--- src/rtl/wmap_pkg.sv ---
// package for the weighted moving average predictor
// types, widths and register codes shared by all rtl files; no dependencies
package wmap_pkg;

  localparam int DATA_W      = 16;
  localparam int TAP_W       = 3;
  localparam int NUM_WEIGHTS = 6;
  localparam int CFG_IDX_W   = 3;
  localparam int FRAC_BITS   = 14;

  // extra weight: sum of up to five weights, and its magnitude
  localparam int EXT_W  = 19;
  localparam int MAG_W  = 18;
  localparam int COEF_W = 20;
  localparam int PROD_W = DATA_W + COEF_W;
  localparam int ACC_W  = 40;
  localparam int DIV_CNT_W = 5;

  localparam logic [CFG_IDX_W-1:0] REG_WEIGHT_LAST = 3'd5;
  localparam logic [CFG_IDX_W-1:0] REG_TAPS        = 3'd6;
  localparam logic [CFG_IDX_W-1:0] REG_DEFAULT     = 3'd7;

  localparam logic CMD_PUSH  = 1'b0;
  localparam logic CMD_CLEAR = 1'b1;

  localparam logic signed [DATA_W-1:0] WEIGHT0_RESET = 16'sd16384;
  localparam logic signed [DATA_W-1:0] SAT_MAX       = 16'sh7fff;
  localparam logic signed [DATA_W-1:0] SAT_MIN       = 16'sh8000;

  typedef enum logic [2:0] {
    ST_IDLE,
    ST_SUM,
    ST_DIVGO,
    ST_DIV,
    ST_MUL,
    ST_ACC,
    ST_FIN
  } state_e;

endpackage

--- src/rtl/wmap_if.sv ---
// valid/ready channel interfaces of the predictor: config, sample and result
// depends on wmap_pkg
interface wmap_cfg_if;
  logic                               valid;
  logic                               ready;
  logic [wmap_pkg::CFG_IDX_W-1:0]     index;
  logic [wmap_pkg::DATA_W-1:0]        data;
  modport source (output valid, index, data, input ready);
  modport sink (input valid, index, data, output ready);
endinterface

interface wmap_in_if;
  logic                               valid;
  logic                               ready;
  logic                               cmd;
  logic signed [wmap_pkg::DATA_W-1:0] sample_value;
  modport source (output valid, cmd, sample_value, input ready);
  modport sink (input valid, cmd, sample_value, output ready);
endinterface

interface wmap_out_if;
  logic                               valid;
  logic                               ready;
  logic signed [wmap_pkg::DATA_W-1:0] prediction;
  logic                               used_default;
  logic                               saturated;
  modport source (output valid, prediction, used_default, saturated, input ready);
  modport sink (input valid, prediction, used_default, saturated, output ready);
endinterface

--- src/rtl/wmap_div.sv ---
// restoring divider, one quotient bit per cycle, for the extra tap weight
// depends on wmap_pkg
module wmap_div (
  input  logic                          clk_i,
  input  logic                          rst_ni,
  input  logic                          start_i,
  input  logic [wmap_pkg::MAG_W-1:0]    dividend_i,
  input  logic [wmap_pkg::TAP_W-1:0]    divisor_i,
  output logic                          busy_o,
  output logic [wmap_pkg::MAG_W-1:0]    quotient_o
);

  logic                               busy_q;
  logic [wmap_pkg::DIV_CNT_W-1:0]     cnt_q;
  logic [wmap_pkg::TAP_W-1:0]         rem_q;
  logic [wmap_pkg::TAP_W-1:0]         rem_d;
  logic [wmap_pkg::TAP_W-1:0]         dvs_q;
  logic [wmap_pkg::MAG_W-1:0]         quo_q;
  logic [wmap_pkg::TAP_W:0]           trial;
  logic                               ge;

  assign trial = {rem_q, quo_q[wmap_pkg::MAG_W-1]};
  assign ge    = trial >= {1'b0, dvs_q};

  // remainder stays below the divisor, so it fits in tap width
  always_comb begin
    if (ge) begin
      rem_d = wmap_pkg::TAP_W'(trial - {1'b0, dvs_q});
    end else begin
      rem_d = trial[wmap_pkg::TAP_W-1:0];
    end
  end

  always_ff @(posedge clk_i or negedge rst_ni) begin
    if (!rst_ni) begin
      busy_q <= 1'b0;
      cnt_q  <= '0;
    end else if (start_i) begin
      busy_q <= 1'b1;
      cnt_q  <= wmap_pkg::DIV_CNT_W'(wmap_pkg::MAG_W);
    end else if (busy_q) begin
      cnt_q <= cnt_q - 1'b1;
      if (cnt_q == wmap_pkg::DIV_CNT_W'(1)) begin
        busy_q <= 1'b0;
      end
    end
  end

  always_ff @(posedge clk_i) begin
    if (start_i) begin
      quo_q <= dividend_i;
      rem_q <= '0;
      dvs_q <= divisor_i;
    end else if (busy_q) begin
      quo_q <= {quo_q[wmap_pkg::MAG_W-2:0], ge};
      rem_q <= rem_d;
    end
  end

  assign busy_o     = busy_q;
  assign quotient_o = quo_q;

endmodule

--- src/rtl/weighted_moving_average_predictor_top.sv ---
// weighted moving average predictor, one request at a time on a shared multiplier
// push with full history: a multiply and an accumulate step for each of the n taps;
// while filling, first a sum step for each weight beyond n, then a divider run
// clear: goes straight to the result. next request is taken once the result is registered
// async active-low reset: weights tap0=1.0 others 0, taps 1, default 0, history empty
// depends on wmap_pkg, wmap_if and wmap_div
module weighted_moving_average_predictor_top #(
  parameter int MAX_TAPS = 6
) (
  input  logic             clk_i,
  input  logic             rst_ni,
  wmap_cfg_if.sink         cfg_i,
  wmap_in_if.sink          in_i,
  wmap_out_if.source       out_o
);

  localparam int HistIdxW = (MAX_TAPS > 1) ? $clog2(MAX_TAPS) : 1;
  localparam logic [wmap_pkg::TAP_W-1:0] MaxTapsC = wmap_pkg::TAP_W'(MAX_TAPS);

  // configuration
  logic signed [wmap_pkg::DATA_W-1:0] weight_q [wmap_pkg::NUM_WEIGHTS];
  logic [wmap_pkg::TAP_W-1:0]         taps_cfg_q;
  logic signed [wmap_pkg::DATA_W-1:0] default_q;

  // history and sequencer
  logic signed [wmap_pkg::DATA_W-1:0] hist_q [MAX_TAPS];
  logic [wmap_pkg::TAP_W-1:0]         count_q;
  wmap_pkg::state_e                   state_q, state_d;
  logic [wmap_pkg::TAP_W-1:0]         idx_q;
  logic [wmap_pkg::TAP_W-1:0]         n_q;
  logic [wmap_pkg::TAP_W-1:0]         taps_q;
  logic                               clr_q;

  // datapath
  logic signed [wmap_pkg::EXT_W-1:0]  ext_sum_q;
  logic signed [wmap_pkg::EXT_W-1:0]  extra_q;
  logic signed [wmap_pkg::EXT_W-1:0]  quo_s;
  logic signed [wmap_pkg::COEF_W-1:0] coef;
  logic signed [wmap_pkg::PROD_W-1:0] prod_q;
  logic signed [wmap_pkg::ACC_W-1:0]  acc_q;
  logic signed [wmap_pkg::ACC_W-1:0]  q_full;
  logic [wmap_pkg::EXT_W-1:0]         ext_mag;
  logic [wmap_pkg::MAG_W-1:0]         div_quo;
  logic                               div_busy;
  logic                               div_start;

  // request handling
  logic [wmap_pkg::TAP_W-1:0]         taps_eff;
  logic [wmap_pkg::TAP_W-1:0]         count_inc;
  logic [wmap_pkg::TAP_W-1:0]         n_new;
  logic                               in_acc;
  logic                               in_ready;
  logic                               out_free;
  logic                               out_load;
  logic                               sat_hi;
  logic                               sat_lo;

  // output register
  logic                               out_valid_q;
  logic signed [wmap_pkg::DATA_W-1:0] pred_q;
  logic                               used_def_q;
  logic                               sat_q;

  assign cfg_i.ready = 1'b1;
  assign in_i.ready  = in_ready;
  assign in_acc      = in_i.valid && in_ready;
  assign out_free    = !out_valid_q || out_o.ready;

  always_ff @(posedge clk_i or negedge rst_ni) begin
    if (!rst_ni) begin
      weight_q[0] <= wmap_pkg::WEIGHT0_RESET;
      for (int i = 1; i < wmap_pkg::NUM_WEIGHTS; i++) begin
        weight_q[i] <= '0;
      end
      taps_cfg_q  <= wmap_pkg::TAP_W'(1);
      default_q   <= '0;
    end else if (cfg_i.valid && cfg_i.ready) begin
      case (cfg_i.index)
        wmap_pkg::REG_TAPS: begin
          taps_cfg_q <= cfg_i.data[wmap_pkg::TAP_W-1:0];
        end
        wmap_pkg::REG_DEFAULT: begin
          default_q <= cfg_i.data;
        end
        default: begin
          if (cfg_i.index <= wmap_pkg::REG_WEIGHT_LAST) begin
            weight_q[cfg_i.index] <= cfg_i.data;
          end
        end
      endcase
    end
  end

  // zero taps acts as one, too many acts as the history depth
  always_comb begin
    if (taps_cfg_q == '0) begin
      taps_eff = wmap_pkg::TAP_W'(1);
    end else if (taps_cfg_q > MaxTapsC) begin
      taps_eff = MaxTapsC;
    end else begin
      taps_eff = taps_cfg_q;
    end
  end

  assign count_inc = (count_q < MaxTapsC) ? count_q + 1'b1 : count_q;
  assign n_new     = (count_inc < taps_eff) ? count_inc : taps_eff;

  // next state
  always_comb begin
    state_d = state_q;
    case (state_q)
      wmap_pkg::ST_IDLE: begin
        if (in_acc) begin
          if (in_i.cmd == wmap_pkg::CMD_CLEAR) begin
            state_d = wmap_pkg::ST_FIN;
          end else if (n_new < taps_eff) begin
            state_d = wmap_pkg::ST_SUM;
          end else begin
            state_d = wmap_pkg::ST_MUL;
          end
        end
      end
      wmap_pkg::ST_SUM: begin
        if (idx_q == taps_q - 1'b1) begin
          state_d = wmap_pkg::ST_DIVGO;
        end
      end
      wmap_pkg::ST_DIVGO: state_d = wmap_pkg::ST_DIV;
      wmap_pkg::ST_DIV: begin
        if (!div_busy) begin
          state_d = wmap_pkg::ST_MUL;
        end
      end
      wmap_pkg::ST_MUL: state_d = wmap_pkg::ST_ACC;
      wmap_pkg::ST_ACC: begin
        if (idx_q == n_q - 1'b1) begin
          state_d = wmap_pkg::ST_FIN;
        end else begin
          state_d = wmap_pkg::ST_MUL;
        end
      end
      wmap_pkg::ST_FIN: begin
        if (out_free) begin
          state_d = wmap_pkg::ST_IDLE;
        end
      end
      default: state_d = wmap_pkg::ST_IDLE;
    endcase
  end

  // sequencer outputs
  always_comb begin
    in_ready  = 1'b0;
    div_start = 1'b0;
    out_load  = 1'b0;
    case (state_q)
      wmap_pkg::ST_IDLE:  in_ready = 1'b1;
      wmap_pkg::ST_DIVGO: div_start = 1'b1;
      wmap_pkg::ST_FIN:   out_load = out_free;
      default: begin
        in_ready = 1'b0;
      end
    endcase
  end

  always_ff @(posedge clk_i or negedge rst_ni) begin
    if (!rst_ni) begin
      state_q <= wmap_pkg::ST_IDLE;
      count_q <= '0;
    end else begin
      state_q <= state_d;
      if (in_acc) begin
        count_q <= (in_i.cmd == wmap_pkg::CMD_CLEAR) ? '0 : count_inc;
      end
    end
  end

  // history beyond the count is never read, so a clear only resets the count
  always_ff @(posedge clk_i) begin
    if (in_acc && in_i.cmd == wmap_pkg::CMD_PUSH) begin
      for (int i = MAX_TAPS - 1; i > 0; i--) begin
        hist_q[i] <= hist_q[i-1];
      end
      hist_q[0] <= in_i.sample_value;
    end
  end

  // extra weight is truncated toward zero: divide the magnitude
  assign ext_mag = ext_sum_q[wmap_pkg::EXT_W-1] ? wmap_pkg::EXT_W'(-ext_sum_q)
                                                : wmap_pkg::EXT_W'(ext_sum_q);
  assign quo_s   = signed'({1'b0, div_quo});
  assign coef    = wmap_pkg::COEF_W'(weight_q[idx_q]) + wmap_pkg::COEF_W'(extra_q);

  wmap_div u_wmap_div (
    .clk_i      (clk_i),
    .rst_ni     (rst_ni),
    .start_i    (div_start),
    .dividend_i (ext_mag[wmap_pkg::MAG_W-1:0]),
    .divisor_i  (n_q),
    .busy_o     (div_busy),
    .quotient_o (div_quo)
  );

  always_ff @(posedge clk_i) begin
    case (state_q)
      wmap_pkg::ST_IDLE: begin
        if (in_acc) begin
          idx_q     <= (n_new < taps_eff) ? n_new : '0;
          n_q       <= n_new;
          taps_q    <= taps_eff;
          ext_sum_q <= '0;
          extra_q   <= '0;
          acc_q     <= '0;
          clr_q     <= in_i.cmd;
        end
      end
      wmap_pkg::ST_SUM: begin
        ext_sum_q <= ext_sum_q + wmap_pkg::EXT_W'(weight_q[idx_q]);
        idx_q     <= idx_q + 1'b1;
      end
      wmap_pkg::ST_DIV: begin
        if (!div_busy) begin
          extra_q <= ext_sum_q[wmap_pkg::EXT_W-1] ? -quo_s : quo_s;
          idx_q   <= '0;
        end
      end
      wmap_pkg::ST_MUL: begin
        prod_q <= hist_q[idx_q[HistIdxW-1:0]] * coef;
      end
      wmap_pkg::ST_ACC: begin
        acc_q <= acc_q + wmap_pkg::ACC_W'(prod_q);
        idx_q <= idx_q + 1'b1;
      end
      default: begin
        idx_q <= idx_q;
      end
    endcase
  end

  // arithmetic shift floors toward minus infinity
  assign q_full = acc_q >>> wmap_pkg::FRAC_BITS;
  assign sat_hi = q_full > wmap_pkg::ACC_W'(wmap_pkg::SAT_MAX);
  assign sat_lo = q_full < wmap_pkg::ACC_W'(wmap_pkg::SAT_MIN);

  always_ff @(posedge clk_i or negedge rst_ni) begin
    if (!rst_ni) begin
      out_valid_q <= 1'b0;
    end else if (out_load) begin
      out_valid_q <= 1'b1;
    end else if (out_o.ready) begin
      out_valid_q <= 1'b0;
    end
  end

  always_ff @(posedge clk_i) begin
    if (out_load) begin
      if (clr_q) begin
        pred_q     <= default_q;
        used_def_q <= 1'b1;
        sat_q      <= 1'b0;
      end else begin
        used_def_q <= 1'b0;
        sat_q      <= sat_hi || sat_lo;
        if (sat_hi) begin
          pred_q <= wmap_pkg::SAT_MAX;
        end else if (sat_lo) begin
          pred_q <= wmap_pkg::SAT_MIN;
        end else begin
          pred_q <= q_full[wmap_pkg::DATA_W-1:0];
        end
      end
    end
  end

  assign out_o.valid        = out_valid_q;
  assign out_o.prediction   = pred_q;
  assign out_o.used_default = used_def_q;
  assign out_o.saturated    = sat_q;

endmodule

--- src/flat_wrapper.sv ---
// flat-port wrapper written by rule: the top's interface ports become plain ports
module weighted_moving_average_predictor_top_flat 
#(
  parameter int MAX_TAPS = 6
)
  (clk_i, rst_ni, cfg_i_valid, cfg_i_index, cfg_i_data, cfg_i_ready, in_i_valid, in_i_cmd, in_i_sample_value, in_i_ready, out_o_valid, out_o_prediction, out_o_used_default, out_o_saturated, out_o_ready);
  wmap_cfg_if cfg_i_i ();
  wmap_in_if in_i_i ();
  wmap_out_if out_o_i ();
  input  logic clk_i;
  input  logic rst_ni;
  input wire logic [$bits(cfg_i_i.valid)-1:0] cfg_i_valid;
  input wire logic [$bits(cfg_i_i.index)-1:0] cfg_i_index;
  input wire logic [$bits(cfg_i_i.data)-1:0] cfg_i_data;
  output wire logic [$bits(cfg_i_i.ready)-1:0] cfg_i_ready;
  input wire logic [$bits(in_i_i.valid)-1:0] in_i_valid;
  input wire logic [$bits(in_i_i.cmd)-1:0] in_i_cmd;
  input wire logic [$bits(in_i_i.sample_value)-1:0] in_i_sample_value;
  output wire logic [$bits(in_i_i.ready)-1:0] in_i_ready;
  output wire logic [$bits(out_o_i.valid)-1:0] out_o_valid;
  output wire logic [$bits(out_o_i.prediction)-1:0] out_o_prediction;
  output wire logic [$bits(out_o_i.used_default)-1:0] out_o_used_default;
  output wire logic [$bits(out_o_i.saturated)-1:0] out_o_saturated;
  input wire logic [$bits(out_o_i.ready)-1:0] out_o_ready;
  assign cfg_i_i.valid = cfg_i_valid;
  assign cfg_i_i.index = cfg_i_index;
  assign cfg_i_i.data = cfg_i_data;
  assign cfg_i_ready = cfg_i_i.ready;
  assign in_i_i.valid = in_i_valid;
  assign in_i_i.cmd = in_i_cmd;
  assign in_i_i.sample_value = in_i_sample_value;
  assign in_i_ready = in_i_i.ready;
  assign out_o_valid = out_o_i.valid;
  assign out_o_prediction = out_o_i.prediction;
  assign out_o_used_default = out_o_i.used_default;
  assign out_o_saturated = out_o_i.saturated;
  assign out_o_i.ready = out_o_ready;
  weighted_moving_average_predictor_top #(.MAX_TAPS(MAX_TAPS)) u_core (.clk_i(clk_i), .rst_ni(rst_ni), .cfg_i(cfg_i_i), .in_i(in_i_i), .out_o(out_o_i));
endmodule
--- config.mk ---
export PLATFORM = sky130hd
export DESIGN_NAME = weighted_moving_average_predictor_top_flat
export DESIGN_NICKNAME = d
export VERILOG_FILES = /design/src/rtl/wmap_pkg.sv /design/src/rtl/wmap_if.sv /design/src/rtl/wmap_div.sv /design/src/rtl/weighted_moving_average_predictor_top.sv /design/src/flat_wrapper.sv
export SDC_FILE = /design/constraint.sdc
export NUM_CORES = 2
export LEC_CHECK = 0
export BUFFER_PORTS_ARGS = -buffer_cell sky130_fd_sc_hd__clkbuf_2
export CORE_ASPECT_RATIO = 1.2
export CORE_UTILIZATION = 50
export DETAILED_ROUTE_END_ITERATION = 6
export PLACE_DENSITY = 0.76
export SYNTH_ARGS = -nofsm -noshare
export SYNTH_HDL_FRONTEND = slang
export SYNTH_SLANG_ARGS = --single-unit
--- constraint.sdc ---
create_clock -name clk_i -period 13.7 [get_ports clk_i]
set_input_delay 2.74 -clock clk_i [delete_from_list [all_inputs] [get_ports clk_i]]
set_output_delay 2.74 -clock clk_i [all_outputs]
set_load 0.03 [all_outputs]
==> results.toml <==
[drt]
ant_nets = 0
via_per_inst = 5.72
drc = 3
dr.pass1.iters = 7
wirelength_um = 76800
drt_iter0_markers = 1672
vias = 22400
wl_per_cell_um = 19.6

[synth]
synthCells = 3027
synth_top_family_by_area = "adder cells"
synth_compound_area_share_pct = 9.10
yosysWarningCount = 0
synthArstFlopShare_pct = 32.6
synth-xor-area-share_pct = 4.42
synth.area.mux_share_pct = 7.73
synth_flop_cell = "edfxtp_1"
synth-simple-area-share_pct = 11.0
synth_edf_count = 259
syn_area_per_cell_um2 = 10.6
mappedNetlistArea_um2 = 32100
synth_seq_cells = 393
seq_area_frac_synth_pct = 34.6
synthAdderAreaFrac_pct = 27.0
syn_nets = 3567
synth_cell_types = 74

[global_routing]
track_usage_pct = 24.1
grt_pass1_vias = 22700
grt_pass1_wl_um = 122000
grt_max_degree = 90
grt_overflow = 0
antenna_found_initial = 0

[placement]
io_buffers = 60
place_hpwl_um = 58100
gp_congestion = 0.949
dp.cells = 3847

[sta]
rsz0062_at_grt = "false"
period_share_pct = 85.3
min_period_ps = 11680
final_hold_viol_count = 0
setup_violations = 0
hold_ws_ps = 424
worst_pin_slew_ps = 1180
clock.fmax_ghz = 0.0856
skew_ps = 51.4
slew_headroom_pct = 21.1
maxSlewViolCount = 0
setup_tns_ps = 0

[layout]
final_nets = 3605
n_antenna_cell = 0
final_cells = 3921
drive_gt1_share_pct = 11.8
synthToLayoutAreaGrowth_pct = 8.63

[worst_setup_path]
worst-path-max-fanout = 21
crit_top_cell = "fa_1"
worstReg2RegEnd = "u_core.prod_q[35]$_DFFE_PN_"
required_ps = 14030
startpoint_type = "flop"
r2r_cells = 32
r2r_slack_ps = 2020
max_stage_delay_ps = 990
crit_arrival_ps = 12010
path_class = "flop to flop"
crit_family = "adder cells"
endpoint_kind = "flop"
r2r-start = "u_core.idx_q[1]$_DFFE_PP_"
crit_buf_inv = 4
slowest_stage = "edfxtp_1"

[die]
die_w_um = 233
die_area_um2 = 65200
start_util_pct = 50.6
core.rowCount = 101
core_area_um2 = 63400
num_io_pins = 62
die_y_um = 280

[hold_path]
hold_depth = 0
worstHoldEndpoint = "u_core.hist_q[5][13]$_DFFE_PP_"
hp-class = "flop to flop"
min_from = "u_core.hist_q[4][13]$_DFFE_PP_"

[run_status]
violations = "design-rule violations"
status = "finished, violations left"

[cts]
path_clk_slew_ps = 70
cts_resized = 0
hold_buffers = 0
cts.sinks = 393
postCtsSetupRepairBufs = 0
clock_latency_ps = 590
cts_root_buf = "clkbuf_16"
ctsHtreeMaxLevel = 2
clock_path_buffers = 3
numCtsBuffers = 40
cts_tree = "yes"

[flow_run]
max_cap_violations = 0
## cell families (layout without fill, tap and decap cells)
kind of cell,Yosys count,count (layout)
AOI/OAI and AO/OA,461,461
other,1,1
muxes,193,193
buffers and inverters,531,601
xor gates and xnor gates,162,162
and+or+nand+nor,783,783
adders and majority gates,503,503
DFF,393,393
## layout by cell type, fill, tap and decap left out, types with 19 or more instances in the layout
| cell | instances |
|---|---|
| inv_1 | 418 |
| xnor2_1 | 92 |
| xor2_1 | 67 |
| a31oi_1 | 23 |
| a21oi_1 | 108 |
| nor2b_1 | 30 |
| fa_1 | 316 |
| mux4_2 | 32 |
| buf_4 | 49 |
| nand3_1 | 21 |
| clkbuf_2 | 59 |
| nand2_1 | 271 |
| clkbuf_16 | 43 |
| dfrtp_1 | 126 |
| a21o_1 | 55 |
| mux2_2 | 120 |
| nor2_1 | 271 |
| nor3_1 | 36 |
| o21ai_0 | 123 |
| nand2b_1 | 50 |
| edfxtp_1 | 259 |
| ha_1 | 183 |
| o31ai_1 | 19 |
| mux2i_1 | 41 |
## synth_stat cells (5+ instances only)
cell / n / area share (%)
mux2i_1: 41 / 1.3
inv_1: 418 / 4.9
nand4_1: 8 / 0.16
nor2_1: 272 / 3.2
a31oi_1: 23 / 0.45
a21o_1: 55 / 1.3
a31o_2: 5 / 0.14
and3_1: 11 / 0.21
nand2_1: 272 / 3.2
nand2b_1: 50 / 0.97
o31ai_1: 19 / 0.44
a211oi_1: 17 / 0.40
ha_1: 183 / 7.1
mux2_2: 120 / 4.2
o31a_1: 6 / 0.16
buf_1: 11 / 0.13
o41ai_1: 5 / 0.14
clkbuf_1: 100 / 1.2
nor2b_1: 30 / 0.58
dfxtp_1: 6 / 0.37
nand3b_1: 6 / 0.14
nand3_1: 21 / 0.33
o21a_1: 12 / 0.28
nor3b_1: 12 / 0.28
o211ai_1: 12 / 0.28
fa_1: 316 / 20
or3_1: 11 / 0.21
o21ai_0: 131 / 2.0
nor3_1: 38 / 0.59
or4_1: 6 / 0.14
and2_1: 16 / 0.31
dfrtp_1: 126 / 9.8
edfxtp_1: 259 / 24
a311oi_1: 6 / 0.16
xnor2_1: 95 / 2.6
a211o_1: 14 / 0.38
xor2_1: 67 / 1.8
or2_2: 14 / 0.27
mux4_2: 32 / 2.2
a21oi_1: 110 / 1.7
o21bai_1: 11 / 0.26
## sequential cells by signal, summed over array words and instances, names as in the netlist, 5 cells and up, named ones only
signal / count
u_core.u_wmap_div.quotient_o: 18
u_core.weight_q: 96
u_core.prod_q: 36
u_core.hist_q: 96
u_core.u_wmap_div.cnt_q: 5
u_core.default_q: 16
u_core.extra_q: 19
u_core.acc_q: 40
u_core.out_o.prediction: 16
u_core.ext_sum_q: 19
## routing by layer
layer	track usage, %	up-vias	wire length (um)
met5	0	-	0
met4	11.3	0	4030
met3	3.17	222	4380
met2	41.0	743	38100
met1	30.5	11200	30300
li1	-	10200	-
## worst max path at each step
| stage | depth (start not counted) | end | slack (ps) | startpoint |
|---|---|---|---|---|
| global placement | 32 | u_core.prod_q[35]$_DFFE_PN_ | 2370 | u_core.idx_q[1]$_DFFE_PP_ |
| floorplan | 35 | u_core.prod_q[35]$_DFFE_PN_ | 3670 | u_core.idx_q[0]$_DFFE_PP_ |
| global route | 32 | u_core.prod_q[35]$_DFFE_PN_ | 1330 | u_core.idx_q[1]$_DFFE_PP_ |
| detailed placement | 32 | u_core.prod_q[35]$_DFFE_PN_ | 2280 | u_core.idx_q[1]$_DFFE_PP_ |
| CTS | 32 | u_core.prod_q[35]$_DFFE_PN_ | 2230 | u_core.idx_q[1]$_DFFE_PP_ |
| finish | 32 | u_core.prod_q[35]$_DFFE_PN_ | 2020 | u_core.idx_q[1]$_DFFE_PP_ |
## cell type report
type / instances / area, um2
flip-flops and latches: 393 / 11100
repair buffers: 108 / 663
multi-input cells: 2103 / 19100
clock inverters: 21 / 263
fillers: 5373 / 28600
clock buffers: 53 / 1160
well taps: 824 / 1030
inverters: 419 / 1570
## through the flow
step | instance area [um2] | utilization, % | worst slack [ps]
4_1_cts | 34900 | 55.0 | 2230
5_1_grt | 34900 | 55.0 | 1330
3_3_place_gp | 33500 | 52.7 | 2370
2_1_floorplan | 32100 | - | 3670
3_5_place_dp | 33500 | 52.7 | 2280
6_report | 34900 | 55.0 | 2020
Power is left out: the tool's default activity adds up to more than one toggle a clock period on the data nets, which glitch-free logic cannot reach.
